## config.mk

```make
export PLATFORM = sky130hd
export DESIGN_NAME = range_frame_parser_display
export DESIGN_NICKNAME = d
export VERILOG_FILES = /design/src/rtl/rfpd_pkg.sv /design/src/rtl/rfpd_ram.sv /design/src/rtl/range_frame_parser_display.sv
export SDC_FILE = /design/constraint.sdc
export NUM_CORES = 2
export LEC_CHECK = 0
export BUFFER_PORTS_ARGS = -buffer_cell sky130_fd_sc_hd__buf_2
export CAP_MARGIN = 5
export CORE_MARGIN = 5
export CORE_UTILIZATION = 45
export DETAILED_ROUTE_END_ITERATION = 16
export GPL_TIMING_DRIVEN = 0
export PLACE_DENSITY_LB_ADDON = 0.25
export SYNTH_ARGS = -nofsm -noshare
export SYNTH_HDL_FRONTEND = slang
export SYNTH_HIERARCHICAL = 1
export SYNTH_SLANG_ARGS = --single-unit
export TNS_END_PERCENT = 50
```

## constraint.sdc

```tcl
create_clock -name clk -period 9.15 [get_ports clk]
set_clock_uncertainty 0.15 [all_clocks]
set_input_delay 2.745 -clock clk [delete_from_list [all_inputs] [get_ports clk]]
set_output_delay 2.745 -clock clk [all_outputs]
set_load 0.02 [all_outputs]
```

## src/rtl/rfpd_pkg.sv

```systemverilog
// Shared types and constants for the range frame parser and display block.
`default_nettype none

package rfpd_pkg;

  // Sequencer states.
  typedef enum logic [3:0] {
    ST_IDLE,
    ST_SCAN,
    ST_RECIP,
    ST_LOAD,
    ST_DIFF,
    ST_SCALE,
    ST_SAT,
    ST_DIVM,
    ST_DIVR,
    ST_DONE
  } rfpd_state_t;

  // Configuration register indexes.
  localparam int CFG_AW = 3;
  typedef logic [CFG_AW-1:0] cfg_addr_t;
  localparam cfg_addr_t CFG_HDR_A  = 3'd0;
  localparam cfg_addr_t CFG_HDR_B  = 3'd1;
  localparam cfg_addr_t CFG_HDR_C  = 3'd2;
  localparam cfg_addr_t CFG_END    = 3'd3;
  localparam cfg_addr_t CFG_OFFSET = 3'd4;
  localparam cfg_addr_t CFG_SCALE  = 3'd5;

  // Register reset values.
  localparam logic [7:0]  HDR_A_RST  = 8'd65;
  localparam logic [7:0]  HDR_B_RST  = 8'd84;
  localparam logic [7:0]  HDR_C_RST  = 8'd68;
  localparam logic [7:0]  END_RST    = 8'd13;
  localparam logic [31:0] OFFSET_RST = 32'd0;
  localparam logic [31:0] SCALE_RST  = 32'd65536;

  // floor(x / 10) = (x * RECIP10) >> 35 for every 32-bit x.
  localparam logic [31:0] RECIP10    = 32'hCCCC_CCCD;
  localparam int          RECIP_SH   = 35;

  localparam logic [47:0] POS_LIMIT  = 48'h0000_7FFF_FFFF;
  localparam logic [47:0] NEG_LIMIT  = 48'h0000_8000_0000;
  localparam logic [7:0]  MINUS_CODE = 8'd45;

  localparam int READING_W = 29;
  localparam int OUT_W     = 56;

endpackage

`default_nettype wire

```

## src/rtl/rfpd_ram.sv

```systemverilog
// Generic single-port-write, registered-read RAM.
`default_nettype none

module rfpd_ram #(
  parameter int WIDTH = 8,
  parameter int DEPTH = 16
) (
  input  wire logic                     clk,
  input  wire logic                     we,
  input  wire logic [$clog2(DEPTH)-1:0] waddr,
  input  wire logic [WIDTH-1:0]         wdata,
  input  wire logic [$clog2(DEPTH)-1:0] raddr,
  output logic      [WIDTH-1:0]         rdata
);

  logic [WIDTH-1:0] mem [DEPTH];

  always_ff @(posedge clk) begin
    if (we) begin
      mem[waddr] <= wdata;
    end
    rdata <= mem[raddr];
  end

endmodule

`default_nettype wire

```

## src/rtl/range_frame_parser_display.sv

```systemverilog
// Top level of the rangefinder frame parser with display digit output.
//
// Each received byte is written into a BUF_SIZE byte buffer, which is then scanned one byte a
// cycle through the RAM read port for a three byte header, four big-endian data bytes and an
// end byte FRAME_LEN-1 positions after the header start. A good frame updates the stored
// reading (raw value / 10); a stray end byte or a wrong span empties the buffer, as does the
// buffer filling up. Every byte then yields one result: the found flag, the stored reading, and
// the decimal digits of trunc((zero_offset - reading) * scale_coef / 65536), saturated to 32
// bits, with a sign flag. The buffer scan stops early when it meets an end byte, and one shared
// 32 x 32 multiplier then does the divide by ten (only when a frame completes), the scaling and
// three digit extractions in turn. s_tready is high only while the block is idle; a finished
// result waits in the output register, so the next byte may be taken before it is read.
`default_nettype none

module range_frame_parser_display #(
  parameter int BUF_SIZE  = 16,
  parameter int FRAME_LEN = 8
) (
  input  wire logic                          clk,
  input  wire logic                          rst,
  // Input stream; s_tdata: rx_byte[7:0].
  input  wire logic                          s_tvalid,
  output logic                               s_tready,
  input  wire logic [7:0]                    s_tdata,
  // Output stream; m_tdata from bit 0: distance_reading[28:0], digit_ones[32:29],
  // digit_tens[36:33], digit_hundreds[40:37], digit_top[48:41], is_negative[49], zero fill.
  output logic                               m_tvalid,
  input  wire logic                          m_tready,
  output logic [rfpd_pkg::OUT_W-1:0]         m_tdata,
  // m_tuser: frame_found.
  output logic                               m_tuser,
  // Configuration write port.
  input  wire logic                          cfg_we,
  input  wire logic [rfpd_pkg::CFG_AW-1:0]   cfg_addr,
  input  wire logic [31:0]                   cfg_wdata
);

  localparam int AW = $clog2(BUF_SIZE);
  localparam int KW = $clog2(BUF_SIZE + 3);
  localparam int DW = $clog2(BUF_SIZE + FRAME_LEN);
  localparam int RW = rfpd_pkg::READING_W;

  rfpd_pkg::rfpd_state_t state, state_next;

  // Configuration registers.
  logic [7:0]  hdr_a, hdr_b, hdr_c, end_byte;
  logic [31:0] zero_offset, scale_coef;

  // Buffer control and scan state.
  logic [AW-1:0] fill;
  logic [KW-1:0] k;
  logic [DW-1:0] span;
  logic          have_head;
  logic [7:0]    w0, w1;
  logic          w1_v;
  logic [31:0]   raw;
  logic          found;

  // Arithmetic state.
  logic [RW-1:0] last_reading;
  logic [63:0]   preg;
  logic [31:0]   mul_a, mul_b;
  logic [31:0]   mag, x;
  logic          dsign, neg;
  logic [1:0]    dcnt;
  logic [3:0]    d_one, d_ten, d_hun;

  logic          accept;
  logic [AW-1:0] raddr;
  logic [7:0]    rdata;

  assign accept = s_tvalid && s_tready;

  rfpd_ram #(
    .WIDTH (8),
    .DEPTH (BUF_SIZE)
  ) u_buf (
    .clk   (clk),
    .we    (accept),
    .waddr (fill),
    .wdata (s_tdata),
    .raddr (raddr),
    .rdata (rdata)
  );

  // ---------------------------------------------------------------------------------------
  // Scan datapath. Byte j = k-1 arrives from the RAM; position j-2 is judged with w0, w1 and
  // the arriving byte as its three byte window. Bytes at or above the fill level read as zero.
  // ---------------------------------------------------------------------------------------
  logic [KW-1:0] j;
  logic [7:0]    cur;
  logic          cur_v;
  logic          eval;
  logic          hdr_hit;
  logic [DW-1:0] d;
  logic          end_hit;
  logic          scan_done;
  logic          scan_found;
  logic          scan_last;

  assign raddr = (k < KW'(BUF_SIZE)) ? k[AW-1:0] : '0;
  assign j     = k - KW'(1);
  assign cur   = (j < KW'(fill)) ? rdata : 8'd0;
  assign cur_v = j < KW'(BUF_SIZE);
  assign eval  = (state == rfpd_pkg::ST_SCAN) && (k >= KW'(3));
  assign d     = span + DW'(1);

  assign hdr_hit = !have_head && (w0 == hdr_a) && w1_v && (w1 == hdr_b) &&
                   cur_v && (cur == hdr_c);
  // Once a header is seen, the two bytes after its start are never tested for an end byte.
  assign end_hit    = (w0 == end_byte) && !hdr_hit && (!have_head || d >= DW'(3));
  assign scan_done  = eval && end_hit;
  assign scan_found = scan_done && have_head && (d == DW'(FRAME_LEN - 1));
  assign scan_last  = k == KW'(BUF_SIZE + 2);

  // ---------------------------------------------------------------------------------------
  // Shared arithmetic.
  // ---------------------------------------------------------------------------------------
  logic [32:0] diff;
  logic [47:0] prod48;
  logic        prod_nz;
  logic [RW-1:0] q;
  logic [31:0] ten_q;
  logic [31:0] rem32;

  assign diff    = {zero_offset[31], zero_offset} - {{(33 - RW){1'b0}}, last_reading};
  assign prod48  = preg[63:16];
  assign prod_nz = prod48 != 48'd0;
  assign q       = preg[63:rfpd_pkg::RECIP_SH];
  assign ten_q   = ({{(32 - RW){1'b0}}, q} << 3) + ({{(32 - RW){1'b0}}, q} << 1);
  assign rem32   = x - ten_q;

  // Next state.
  always_comb begin
    state_next = state;
    case (state)
      rfpd_pkg::ST_IDLE: begin
        if (accept) state_next = rfpd_pkg::ST_SCAN;
      end
      rfpd_pkg::ST_SCAN: begin
        if (scan_found) begin
          state_next = rfpd_pkg::ST_RECIP;
        end else if (scan_done || scan_last) begin
          state_next = rfpd_pkg::ST_DIFF;
        end
      end
      rfpd_pkg::ST_RECIP: state_next = rfpd_pkg::ST_LOAD;
      rfpd_pkg::ST_LOAD:  state_next = rfpd_pkg::ST_DIFF;
      rfpd_pkg::ST_DIFF:  state_next = rfpd_pkg::ST_SCALE;
      rfpd_pkg::ST_SCALE: state_next = rfpd_pkg::ST_SAT;
      rfpd_pkg::ST_SAT:   state_next = rfpd_pkg::ST_DIVM;
      rfpd_pkg::ST_DIVM:  state_next = rfpd_pkg::ST_DIVR;
      rfpd_pkg::ST_DIVR: begin
        state_next = (dcnt == 2'd2) ? rfpd_pkg::ST_DONE : rfpd_pkg::ST_DIVM;
      end
      rfpd_pkg::ST_DONE: begin
        if (!m_tvalid || m_tready) state_next = rfpd_pkg::ST_IDLE;
      end
      default: state_next = rfpd_pkg::ST_IDLE;
    endcase
  end

  // Outputs of the sequencer: input handshake and multiplier operand selection.
  always_comb begin
    s_tready = 1'b0;
    mul_a    = x;
    mul_b    = rfpd_pkg::RECIP10;
    case (state)
      rfpd_pkg::ST_IDLE:  s_tready = 1'b1;
      rfpd_pkg::ST_RECIP: mul_a = raw;
      rfpd_pkg::ST_SCALE: begin
        mul_a = mag;
        mul_b = scale_coef;
      end
      default: begin
        mul_a = x;
        mul_b = rfpd_pkg::RECIP10;
      end
    endcase
  end

  always_ff @(posedge clk) begin
    if (rst) begin
      state <= rfpd_pkg::ST_IDLE;
    end else begin
      state <= state_next;
    end
  end

  // Configuration registers.
  always_ff @(posedge clk) begin
    if (rst) begin
      hdr_a       <= rfpd_pkg::HDR_A_RST;
      hdr_b       <= rfpd_pkg::HDR_B_RST;
      hdr_c       <= rfpd_pkg::HDR_C_RST;
      end_byte    <= rfpd_pkg::END_RST;
      zero_offset <= rfpd_pkg::OFFSET_RST;
      scale_coef  <= rfpd_pkg::SCALE_RST;
    end else if (cfg_we) begin
      case (cfg_addr)
        rfpd_pkg::CFG_HDR_A:  hdr_a       <= cfg_wdata[7:0];
        rfpd_pkg::CFG_HDR_B:  hdr_b       <= cfg_wdata[7:0];
        rfpd_pkg::CFG_HDR_C:  hdr_c       <= cfg_wdata[7:0];
        rfpd_pkg::CFG_END:    end_byte    <= cfg_wdata[7:0];
        rfpd_pkg::CFG_OFFSET: zero_offset <= cfg_wdata;
        rfpd_pkg::CFG_SCALE:  scale_coef  <= cfg_wdata;
        default: ;
      endcase
    end
  end

  // Fill level and stored reading.
  always_ff @(posedge clk) begin
    if (rst) begin
      fill         <= '0;
      last_reading <= '0;
    end else begin
      if (accept) begin
        fill <= (fill == AW'(BUF_SIZE - 1)) ? '0 : fill + AW'(1);
      end else if (scan_done) begin
        fill <= '0;
      end
      if (state == rfpd_pkg::ST_LOAD) begin
        last_reading <= q;
      end
    end
  end

  // Scan registers.
  always_ff @(posedge clk) begin
    if (rst) begin
      k         <= '0;
      have_head <= 1'b0;
      span      <= '0;
      found     <= 1'b0;
    end else if (accept) begin
      k         <= '0;
      have_head <= 1'b0;
      span      <= '0;
      found     <= 1'b0;
    end else if (state == rfpd_pkg::ST_SCAN) begin
      k     <= k + KW'(1);
      found <= scan_found;
      if (eval) begin
        if (hdr_hit) begin
          have_head <= 1'b1;
          span      <= '0;
        end else if (have_head) begin
          span <= d;
        end
      end
    end
  end

  always_ff @(posedge clk) begin
    if (state == rfpd_pkg::ST_SCAN && k >= KW'(1)) begin
      w0   <= w1;
      w1   <= cur;
      w1_v <= cur_v;
    end
    // The four bytes after the header are the reading, most significant first.
    if (eval && have_head && d >= DW'(3) && d <= DW'(6)) begin
      raw <= {raw[23:0], w0};
    end
  end

  // Arithmetic registers.
  always_ff @(posedge clk) begin
    preg <= mul_a * mul_b;
    case (state)
      rfpd_pkg::ST_DIFF: begin
        mag   <= diff[32] ? 32'(-diff) : diff[31:0];
        dsign <= diff[32];
      end
      rfpd_pkg::ST_SAT: begin
        neg <= dsign && prod_nz;
        if (dsign && prod_nz) begin
          x <= (prod48 > rfpd_pkg::NEG_LIMIT) ? rfpd_pkg::NEG_LIMIT[31:0] : prod48[31:0];
        end else begin
          x <= (prod48 > rfpd_pkg::POS_LIMIT) ? rfpd_pkg::POS_LIMIT[31:0] : prod48[31:0];
        end
        dcnt <= 2'd0;
      end
      rfpd_pkg::ST_DIVR: begin
        x     <= {{(32 - RW){1'b0}}, q};
        d_one <= d_ten;
        d_ten <= d_hun;
        d_hun <= rem32[3:0];
        dcnt  <= dcnt + 2'd1;
      end
      default: ;
    endcase
  end

  // Output register.
  always_ff @(posedge clk) begin
    if (rst) begin
      m_tvalid <= 1'b0;
    end else if (state == rfpd_pkg::ST_DONE && (!m_tvalid || m_tready)) begin
      m_tvalid <= 1'b1;
    end else if (m_tready) begin
      m_tvalid <= 1'b0;
    end
  end

  always_ff @(posedge clk) begin
    if (state == rfpd_pkg::ST_DONE && (!m_tvalid || m_tready)) begin
      m_tuser <= found;
      m_tdata <= {6'd0, neg, (neg ? rfpd_pkg::MINUS_CODE : x[7:0]),
                  d_hun, d_ten, d_one, last_reading};
    end
  end

  // Checks.
  assert property (@(posedge clk) disable iff (rst)
    accept |=> !s_tready)
    else $error("input taken while an item is still in work");

  assert property (@(posedge clk) disable iff (rst)
    m_tvalid && m_tdata[49] |-> m_tdata[48:41] == rfpd_pkg::MINUS_CODE)
    else $error("negative result without minus code");

  assert property (@(posedge clk) disable iff (rst)
    m_tvalid |-> m_tdata[32:29] <= 4'd9 && m_tdata[36:33] <= 4'd9 && m_tdata[40:37] <= 4'd9)
    else $error("display digit out of range");

  assert property (@(posedge clk) disable iff (rst)
    state == rfpd_pkg::ST_SCAN |-> k <= KW'(BUF_SIZE + 2))
    else $error("scan ran past the end of the buffer");

  assert property (@(posedge clk) disable iff (rst)
    scan_done |=> fill == '0)
    else $error("buffer not emptied after a frame or reject");

endmodule

`default_nettype wire
```

### After elaboration in Yosys (flattened, before gate mapping)

Memory sizes are Yosys's and may differ from the RTL's. A register that Yosys moved wholly into a read port is not among the register bits.
Cells that the tools add are included.

* bits in registers: 390
* latch bits: 0
* RAM bits: 128
* bits in read-only memories: 0
* input port bits: 48
* output and inout bits: 59
* logic and storage cells: 142
* memories kept: 1

* $add $sub $neg: 9
* $mul: 1
* divide/modulo/power cells: 0
* order comparisons: 9
* equality and inequality tests: 25
* shift operators: 0
* muxes and demuxes: 26
* bitwise operators: 0
* reduce and logical (&&, ||, !) cells: 41

Memories
* u_buf.mem: depth 16, bits a word 8, rd ports 1, clocked after memory_dff 1, write ports 1, RTL line rfpd_ram.sv:16 `logic [WIDTH-1:0] mem [DEPTH];`

Operators with widths (count)
* 2-to-1 mux 32 bit: 5
* case mux 32 bit (2 select lines): 2
* multiplier 32 x 32 -> 64 bit: 1
* > comparator 48 x 31 -> 1 bit (second input constant): 1
* > comparator 48 x 32 -> 1 bit (second input constant): 1
* nonzero test 48 bit: 1
* case mux 4 bit (10 select lines): 1
* 2-to-1 mux 4 bit: 9
* subtractor 32 x 30 -> 33 bit: 1
* equality test 8 bit: 4
* negation 32 bit: 1
* logical AND 1 bit: 18
* equality test 4 x 3 -> 1 bit (second input constant): 4
* equality test 4 bit (second input constant): 3
* AND reduction 2 bit: 6
* adder 5 x 1 -> 5 bit (second input constant): 2
* >= comparator 5 x 2 -> 1 bit (second input constant): 2
* less-than comparator 5 bit (second input constant): 2
* 2-to-1 mux 5 bit: 2
* AND reduction 3 bit: 3
* equality test 4 x 2 -> 1 bit (second input constant): 2
* 2-to-1 mux 8 bit: 1
* nonzero test 2 bit: 4
* equality test 3 x 2 -> 1 bit (second input constant): 2
* 24 further kinds: 33

### Longest topological paths before layout

* depth in word-level cells: 14
* depth in mapped cells: 38
* depth with buffers taken out: 33

### Modules after synthesis

The synthesis kept the hierarchy.

By module, submodules not included
* range_frame_parser_display: times used 1, cells each 5408, area an instance 48491.5 um2, seq. area each 9288.9 um2
* rfpd_ram: times used 1, cells each 229, area an instance 5147.4 um2, seq. area each 4003.8 um2

### Worst setup path before layout

Ideal clock, no wire load.

* path type: register to register
* start point: reg state[0]
* end point: reg preg[55]
* setup time: 72 ps
* arrival: 8737 ps
* path slack: 191 ps
* stages on the path, launching flop included: 35
* buffers on the path: 7
* cells stage by stage: dfxtp_1 -> buf_4 -> nor2b_1 -> and3b_1 -> clkbuf_1 -> buf_1 -> clkbuf_1 -> clkbuf_1 -> nand2_1 -> clkbuf_1 -> nor2_1 -> fa_1 -> fa_1 -> inv_1 -> fa_1 -> fa_1 -> inv_1 -> fa_1 -> fa_1 -> fa_1 -> inv_1 -> fa_1 -> inv_1 -> ha_1 -> clkbuf_1 -> a21o_1 -> a21o_1 -> a21oi_1 -> o21a_1 -> o21ai_1 -> a32oi_1 -> nor2b_1 -> a21oi_1 -> a221oi_1 -> xnor2_1

* cells in the longest elaborated chain, start to end: 3

Ends and longest elaborated chain
* start, declared: RTL line range_frame_parser_display.sv:43 `rfpd_pkg::rfpd_state_t state, state_next;`
* start signal, assigned: RTL line range_frame_parser_display.sv:184 `state <= rfpd_pkg::ST_IDLE;`
* start signal, assigned: RTL line range_frame_parser_display.sv:186 `state <= state_next;`
* equality test 4 x 3 -> 1 bit or equality test 4 x 2 -> 1 bit (tied branches): RTL line range_frame_parser_display.sv:168 `case (state)`
* case mux 32 bit (2 select lines) or 2-to-1 mux 32 bit (tied branches): RTL line range_frame_parser_display.sv:168
* multiplier 32 x 32 -> 64 bit (*): RTL line range_frame_parser_display.sv:269 `preg <= mul_a * mul_b;`
* end signal, assigned: RTL line range_frame_parser_display.sv:269
* end, declared: RTL line range_frame_parser_display.sv:61 `logic [63:0] preg;`

Every way passes the cells marked *; elsewhere a longest branch is shown, timed or not.
A chain may end at the register's enable or synchronous reset.

### Worst setup path in the final report

* start point: reg state[0]
* end point: reg preg[62]

The elaborated chain is that of the path after synthesis.

==> flow_summary.yaml <==
outcome:
  outcome: "finished, violations left"
  violations: "negative setup slack"
clock_tree:
  clockBufferDepth: 3
  cts_tree: "yes"
  clk_pin_slew_ps: 60
  cts_buffers: 52
  root_buffer: "clkbuf_16"
  hold_buffers: 0
  clock_latency_ps: 630
  clkSinkCount: 510
  htree_num_levels: 2
final_layout:
  mostFrequentLayoutCell: "inv_1"
  area_growth_pct: 14.18
  drive_gt1_share_pct: 13.05
  final_cell_mix: "inv_1, fa_1, nand2_1, nor2_1, edfxtp_1"
  nFillCells: 10800
  final_area_um2: 61240
  finalCoreUtilization_pct: 51.80
  nets: 7138
min_path:
  hp-class: "register to register"
  whs_path_depth: 0
  holdPathEnd: "m_tdata[30]"
  hp-start: "d_one[1]"
timing:
  max_freq_ghz: 0.1075
  min_period_ps: 9305
  rsz0062_at_grt: "true"
  slew_viol_final: 0
  fin_crit_sh_pct: 101.7
  slew_headroom_pct: 6.593
  hold_viol: 0
  fin_tns_setup_ps: -363.6
  tightestPinTransition_ps: 1390
  finalSetupViolCount: 4
  fin_ws_ps: -154.9
logic_synthesis:
  syn_inst: 5637
  synth.distinct_cells: 91
  ys_seq_area_share_pct: 24.78
  syn_area_um2: 53640
  synth_warnings: 6
  synthFlopType: "edfxtp_1"
  async_reset_ff_share_pct: 0
  ys_ff_latch: 510
  syn_avg_cell_area_um2: 9.516
  synth_edf_count: 308
routing:
  vias_per_cell: 5.768
  drt_pass1_iterations: 7
  drt_iter0_drc: 5009
  topRoutingLayerUsed: "met5"
  detail-route-antenna-nets: 0
  wire_per_inst_um: 27.35
  route.met3.wl_um: 25790
  num_vias: 43130
  met2_length_um: 87270
  drt-total-wl_um: 204500
  drt-met1-wl_um: 74520
  drc: 0
run:
  drv_cap: 0
worst_setup_path:
  critPathCaptureType: "register"
  worstPathRequired_ps: 9480
  r2r-start: "state[0]"
  worstPathArrival_ps: 9630
  crit_slowest_cell: "fa_2"
  start_kind: "register"
  worstRegToRegCells: 35
  critPathMaxStageDelay_ps: 660
  crit_fanout: 8
  r2r_end: "preg[62]"
  ff2ff_setup_slack_ps: -150
  cpMostUsedCell: "fa_1"
  crit_type: "register to register"
die:
  die-area_um2: 126200
  die_w_um: 355.3
  die_h_um: 355.3
  coreArea_um2: 118200
  rows: 126
  io_pins: 107
  initial_utilization_pct: 45.37
placement:
  port_buffers: 99
  placed_area_um2: 56240
  gp_congestion: 1.062
  dpl.hpwl_um: 160700
grt:
  gr-usage-all-layers_pct: 31.95
  grt_pass1_wl_um: 292600
  grt_pass1_vias: 42810
  grt.overflow.total: 0
  grt_max_degree: 37
  antenna_found_initial: 8
==> worst max-delay path, delay by kind of cell, from the launching register on <==
family	cells	cell delay (ps)
AOI/OAI and AO/OA	11	2190
adders and majority gates	9	4520
buffers and inverters	11	1210
DFF	1	320
and+or+nand+nor	4	740
==> what timing repair did <==
item,in CTS,in global routing
setup endpoints to repair,48,26
setup buffers,30,79
pin swaps,38,82
gates cloned,0,6
resized for setup,570,196
==> layout make-up <==
class                      instances  area (um2)  area share, %
multi-input combinational       3872       36680          59.90
timing repair buffer             228        1677          2.738
tap                             1536        1922          3.138
buffer                           261        2280          3.722
clock buffer                      66        1448          2.364
clock inverter                    32       297.8         0.4862
antenna                            9       22.52        0.03677
inverter                         963        3615          5.902
sequential                       510       13300          21.72
==> cell families (layout without fill, tap and decap cells) <==
kind of cell / count (synthesis) / after routing / share of synthesized area [%]
simple gates: 1915 / 1917 / 14.99
other cells: 1 / 15 / 0.006991
xor+xnor: 141 / 141 / 2.302
flops: 510 / 510 / 24.78
fa+ha+maj: 1202 / 1202 / 40.58
buf+inv: 1262 / 1550 / 9.002
compound gates: 562 / 562 / 6.667
mux: 44 / 44 / 1.672
==> metal layers <==
| layer | GRT usage, % | up-vias |
|---|---|---|
| li1 | - | 18080 |
| met1 | 40.52 | 21480 |
| met2 | 47.89 | 2783 |
| met3 | 10.07 | 778 |
| met4 | 19.60 | 4 |
| met5 | 0 | - |
==> how the worst max path moves through the flow <==
stage	from	end	slack [ps]	depth (start not counted)
floorplan	state[0]	preg[55]	190	34
global placement	state[0]	preg[55]	-3110	30
detailed placement	state[0]	preg[61]	-2910	32
CTS	state[0]	preg[62]	-6	32
global route	state[0]	preg[62]	-160	35
finish	state[0]	preg[62]	-150	35
==> cells in the mapped netlist, types with 23 or more instances <==
cell type  count  share of area (%)
nor3_1        35               0.33
nor2_1       750                5.2
nor2b_1       23               0.27
a21o_1        51               0.71
clkbuf_1     256                1.8
nand3_1       29               0.27
a21oi_1      218                2.0
fa_1         896                 33
nand4_1       29               0.34
or2_2         28               0.33
dfxtp_1      202                7.5
xnor2_1       90                1.5
ha_1         306                7.1
xor2_1        51               0.83
inv_1        963                6.7
a22oi_1       46               0.64
edfxtp_1     308                 17
and2_1        65               0.76
o21ai_0       76               0.71
nand2_1      851                6.0
==> metrics by stage <==
step / instances / setup slack [ps] / hold WS [ps]
floorplan: 5642 / 190.6 / 250.3
global placement: 7277 / -3114 / 255.1
detailed placement: 7290 / -2908 / 254.5
CTS: 7385 / -6.446 / 263.9
global route: 7468 / -164.8 / 274.6
finish: 7477 / -154.9 / 262.6
==> registers in the layout, summed over array words and instances (netlist names), 29 cells and up <==
| name | count |
|---|---|
| u_buf/mem | 128 |
| m_tdata | 50 |
| preg | 48 |
| mag | 32 |
| raw | 32 |
| scale_coef | 32 |
| x | 32 |
| zero_offset | 32 |
| last_reading | 29 |
Power is left out: the tool's default activity adds up to more than one toggle a clock period on the data nets, which glitch-free logic cannot reach.
